===== config.mk =====
export PLATFORM = sky130hd
export DESIGN_NAME = ftle_cmp
export DESIGN_NICKNAME = d
export VERILOG_FILES = /design/src/rtl/assert_macros.svh /design/src/rtl/ftle_pkg.sv /design/src/rtl/ftle_cmp.sv
export SDC_FILE = /design/constraint.sdc
export NUM_CORES = 1
export LEC_CHECK = 0
export BUFFER_PORTS_ARGS = -buffer_cell sky130_fd_sc_hd__buf_2
export CAP_MARGIN = 20
export CORE_MARGIN = 5
export CORE_UTILIZATION = 44
export DETAILED_ROUTE_END_ITERATION = 10
export GPL_TIMING_DRIVEN = 0
export PLACE_DENSITY = 0.94
export SLEW_MARGIN = 20
export SYNTH_ARGS = -nofsm -noshare
export SYNTH_HDL_FRONTEND = slang
export SYNTH_SLANG_ARGS = --single-unit

===== constraint.sdc =====
create_clock -name vclk -period 3.13
set_input_delay 0.1565 -clock vclk [all_inputs]
set_output_delay 0.1565 -clock vclk [all_outputs]
set_load 0.01 [all_outputs]

===== src/rtl/assert_macros.svh =====
// ----------------------------------------------------------------------------
// assert_macros.svh
// Concurrent assertion helpers for the frame table.
// ----------------------------------------------------------------------------
`ifndef ASSERT_MACROS_SVH
`define ASSERT_MACROS_SVH

`ifndef NO_ASSERTIONS

`define FTLE_ASSERT(name, clk, rst, prop) \
  name: assert property (@(posedge clk) disable iff (rst) prop) \
    else $error("%m: assertion failed");

`define FTLE_ASSERT_NEVER(name, clk, rst, cond) \
  name: assert property (@(posedge clk) disable iff (rst) !(cond)) \
    else $error("%m: forbidden condition seen");

`else

`define FTLE_ASSERT(name, clk, rst, prop)

`define FTLE_ASSERT_NEVER(name, clk, rst, cond)

`endif

`endif


===== src/rtl/ftle_pkg.sv =====
// ----------------------------------------------------------------------------
// ftle_pkg
// Shared widths, codes and structs of the frame table.
// ----------------------------------------------------------------------------
package ftle_pkg;

  localparam int FRAME_W = 20;
  localparam int PAGE_W  = 32;
  localparam int TICK_W  = 32;

  localparam logic [1:0] ACT_ALLOC  = 2'd0;
  localparam logic [1:0] ACT_FREE   = 2'd1;
  localparam logic [1:0] ACT_ACCESS = 2'd2;

  localparam logic [1:0] ST_OK       = 2'd0;
  localparam logic [1:0] ST_EMPTY    = 2'd1;
  localparam logic [1:0] ST_NOTFOUND = 2'd2;
  localparam logic [1:0] ST_FULL     = 2'd3;

  typedef enum logic [1:0] {
    M_FIRST = 2'd0,
    M_EVICT = 2'd1,
    M_FIND  = 2'd2
  } mode_t;

  typedef struct packed {
    logic               valid;
    logic [FRAME_W-1:0] frame;
    logic [PAGE_W-1:0]  page;
    logic [TICK_W-1:0]  tick;
  } entry_t;

  typedef struct packed {
    logic set_valid;
    logic clr_valid;
    logic we_frame;
    logic we_page;
    logic we_tick;
    logic we_rank;
  } wr_ctl_t;

  typedef struct packed {
    logic cand_ok;
    logic first_only;
    logic use_tick;
    logic found;
  } cmp_ctl_t;

endpackage


===== src/rtl/ftle_cmp.sv =====
// ----------------------------------------------------------------------------
// ftle_cmp
// Shared candidate compare: tick then list rank, list rank alone, or first-hit only.
// ----------------------------------------------------------------------------
module ftle_cmp
  import ftle_pkg::*;
#(
  parameter int AW = 6
) (
  input  cmp_ctl_t          ctl,
  input  logic [TICK_W-1:0] cand_tick,
  input  logic [TICK_W-1:0] best_tick,
  input  logic [AW-1:0]     cand_rank,
  input  logic [AW-1:0]     best_rank,
  output logic              take
);

  logic tick_lt;
  logic tick_eq;
  logic rank_lt;

  always_comb begin
    tick_lt = ctl.use_tick && (cand_tick < best_tick);
    tick_eq = !ctl.use_tick || (cand_tick == best_tick);
    rank_lt = cand_rank < best_rank;
    take    = ctl.cand_ok &&
              (!ctl.found || (!ctl.first_only && (tick_lt || (tick_eq && rank_lt))));
  end

endmodule


Word-level counts from Yosys, hierarchy flattened
Index checks and enable logic that the tools add are counted.
{"block": "totals", "ff_bits": 0, "input_bits": 80, "word_cells": 13}
{"block": "classes", "n_lt_le_gt_ge": 2, "n_eq_ne": 1, "n_reduce_logical": 10}
{"op": "$eq A32 B32 Y1", "n": 1}
{"op": "$lt A32 B32 Y1", "n": 1}
{"op": "$lt A6 B6 Y1", "n": 1}
{"op": "$logic_and A1 B1 Y1", "n": 4}
{"op": "$logic_not A1 Y1", "n": 3}
{"op": "$logic_or A1 B1 Y1", "n": 3}

Longest topological paths before layout
{"block": "logic_depth", "word_depth": 7, "mapped_depth": 8, "mapped_depth_nobuf": 8}

Least setup slack after synthesis
OpenSTA, ideal clock, no wires.
{"block": "synth_timing", "path_kind": "input-to-output", "from": "input best_tick[27]", "to": "output take", "arrival_time_ns": 2.029, "required_ns": 2.974, "slack_ns": 0.944, "stages": 8, "path_cell_list": "inv_1 > ha_1 > nand4_1 > nand4bb_1 > or4_1 > o31a_1 > nor4b_2 > a221o_1"}
{"block": "synth_via", "elab_chain_len": 7, "elab_cells_between_ends": 9, "classes_between": "1 x order compare; 1 x eq/ne; 7 x reduce/logical"}
{"item": "from (decl)", "line_no": "ftle_cmp.sv:12", "rtl": "input logic [TICK_W-1:0] best_tick,"}
{"item": "branches (longest 3 deep; another with $lt A32 B32 Y1)"}
{"item": "$logic_or A1 B1 Y1 (*)", "line_no": "ftle_cmp.sv:27", "rtl": "(!ctl.found || (!ctl.first_only && (tick_lt || (tick_eq && rank_lt))));"}
{"item": "$logic_and A1 B1 Y1 (*)", "line_no": "ftle_cmp.sv:27"}
{"item": "$logic_or A1 B1 Y1 (*)", "line_no": "ftle_cmp.sv:27"}
{"item": "$logic_and A1 B1 Y1 (*)", "line_no": "ftle_cmp.sv:26", "rtl": "take = ctl.cand_ok &&"}
{"item": "to (decl)", "line_no": "ftle_cmp.sv:15", "rtl": "output logic take"}
Every way passes the cells marked *.

Final worst setup path
{"block": "layout_timing", "from": "input cand_tick[27]", "to": "output take"}
{"block": "layout_via", "elab_chain_len": 7, "elab_cells_between_ends": 9, "classes_between": "1 x order compare; 1 x eq/ne; 7 x reduce/logical"}
{"item": "from (decl)", "line_no": "ftle_cmp.sv:11", "rtl": "input logic [TICK_W-1:0] cand_tick,"}
{"item": "branches (longest 3 deep; another with $lt A32 B32 Y1)"}
{"item": "$logic_or A1 B1 Y1 (*)", "line_no": "ftle_cmp.sv:27"}
{"item": "$logic_and A1 B1 Y1 (*)", "line_no": "ftle_cmp.sv:27"}
{"item": "$logic_or A1 B1 Y1 (*)", "line_no": "ftle_cmp.sv:27"}
{"item": "$logic_and A1 B1 Y1 (*)", "line_no": "ftle_cmp.sv:26"}
Marked as above.

==> flow_summary.json <==
{
  "cts_setup_buffers": 0,
  "power.leakage_uw": 0.000924,
  "rsz0062_at_grt": "false",
  "die_area_um2": 3190,
  "synth_nets": 249,
  "synth_top_area_share": 0.487,
  "holdWs_ns": 0.677,
  "fp-row-count": 16,
  "critical_path.max_stage_delay_ns": 0.58,
  "net-switching-power_uw": 67.2,
  "ys_seq_area_frac": 0,
  "p_clk_frac": 0,
  "swShare": 0.447,
  "die_x_um": 56.5,
  "routabilityCongestion": 0.889,
  "worstPathArrival_ns": 2.40,
  "max-cap-violations": 0,
  "grt_pass1_wl_um": 4540,
  "start_util": 0.475,
  "clkbuf_count": 0,
  "yosys.area.top_type": "ha_1",
  "drive_gt1_frac": 0.385,
  "dp_hpwl_um": 2600,
  "seq_cells": 0,
  "viasPerCell": 4.98,
  "slew_violations": 0,
  "drt-initial-drc-count": 23,
  "worstMarginPinSlew_ns": 0.282,
  "track_usage": 0.165,
  "die_h_um": 56.5,
  "post-route-min-period_ns": 2.55,
  "crit_slowest_cell": "or4_1",
  "setup_viol_count_final": 0,
  "drtPass1Iterations": 4,
  "ir_drop_mv": 0.0647,
  "crit_path_cell_trace": "buf_2 -> ha_1 -> nand4_1 -> nand4bb_1 -> or4_1 -> o31a_1 -> nor4b_2 -> a221o_1 -> buf_2",
  "core_um2": 2000,
  "layout.nets": 332,
  "hp-class": "input pin to output pin",
  "synthToLayoutAreaGrowth_pct": 46.2,
  "worstPathRequired_ns": 2.97,
  "power_frac_comb": 1.000,
  "crit_path_frequent_cell": "buf_2",
  "seq_area_um2": 0,
  "period_share": 0.816,
  "layout_commonest_cell": "buf_2",
  "outcome": "finished, final reports clean",
  "seqPwrFrac": 0,
  "grt_max_degree": 4,
  "power_per_cell_area_nw_per_um2": 108,
  "grt_overflow_total": 0,
  "yosysUniqueCellTypes": 21,
  "timing.setup.tns_ns": 0,
  "crit_end": "take",
  "antenna_found_initial": 0,
  "postCtsHoldBufs": 0,
  "antenna_left": 0,
  "startpoint": "cand_tick[27]",
  "n_antenna_cell": 0,
  "hold_viol_final": 0,
  "port_buffers": 81,
  "power_uw": 150,
  "fmax_mhz": 392,
  "wl_per_cell_um": 11.2,
  "startpoint_type": "input pin",
  "grt_pass1_vias": 1165,
  "avgSynthCellArea_um2": 7.20,
  "slew_headroom": 0.811,
  "intPower_uw": 83.0,
  "synth.area.top_cells": "ha_1, inv_1, a21oi_1, nand2_1, nand4_1",
  "synth.cell_area_um2": 951,
  "netlist_instances": 132,
  "yosysWarningCount": 0,
  "critPathMaxFanout": 3,
  "drc_errors": 0,
  "wl_um": 2680,
  "num_vias": 1195,
  "criticalPathCategory": "input pin to output pin",
  "pin_count": 81,
  "cts.repair.resized": 0,
  "critPathCaptureType": "output pin",
  "layout_common_cells": "buf_2, inv_1, ha_1"
}
power by group through the flow:
| stage | registers (uW) | logic (uW) | clock network [uW] |
|---|---|---|---|
| CTS | 0 | 152 | 0 |
| detailed placement | 0 | 151 | 0 |
| global route | 0 | 177 | 0 |
| finish | 0 | 150 | 0 |
| global placement | 0 | 144 | 0 |
| floorplan | 0 | 80.7 | 0 |
worst min-delay path by stage:
stage,to,cells past startpoint,from
after floorplan,take,1,ctl[3]
after detailed placement,take,3,ctl[3]
after CTS,take,3,ctl[3]
final,take,3,ctl[3]
after global placement,take,3,ctl[3]
after global routing,take,3,ctl[3]
cell families after synthesis:
family	count (synthesis)	synth area share
compound gates	28	0.179
fa+ha+maj	37	0.487
simple gates	28	0.180
buf+inv	39	0.154
cell type report:
cell class	count	area, um2
Multi-Input combinational cell	93	805
Fill cell	176	612
Inverter	39	146
Timing Repair Buffer	81	405
Tap cell	27	33.8
per-layer routing:
| metal | global-route usage | part of all wire | vias up |
|---|---|---|---|
| met2 | 0.315 | 0.52 | 57 |
| met4 | 0.0407 | 0.021 | 0 |
| met5 | 0 | 0 | - |
| met3 | 0.0413 | 0.10 | 8 |
| li1 | - | - | 625 |
| met1 | 0.177 | 0.35 | 505 |
synthesized netlist by cell type, drive strengths merged:
cell	instances
nor4bb	1
and4	2
ha	37
o32ai	1
o21ai	4
a21o	3
nand4	5
a21oi	15
o31a	1
nand3	4
nand2	9
a221oi	2
o211ai	1
nand4bb	1
inv	39
or4	1
nor2b	2
nand2b	1
nor4	1
a221o	1
nor4b	1
metrics by stage:
step | instance area, um2 | setup WS [ns] | utilization | std cells
finish | 1390 | 0.576 | 0.694 | 240
global placement | 1390 | 0.618 | 0.694 | 240
floorplan | 951 | 0.945 | - | 132
detailed placement | 1390 | 0.573 | 0.694 | 240
global route | 1390 | 0.438 | 0.694 | 240
CTS | 1390 | 0.569 | 0.694 | 240
worst max-delay path, delay by kind of cell:
family	cells	cell delay, ns
and+or+nand+nor	4	1.19
AOI/OAI and AO/OA	2	0.50
adders and majority gates	1	0.31
buffers and inverters	2	0.23
(Power assumes the default switching activity.)
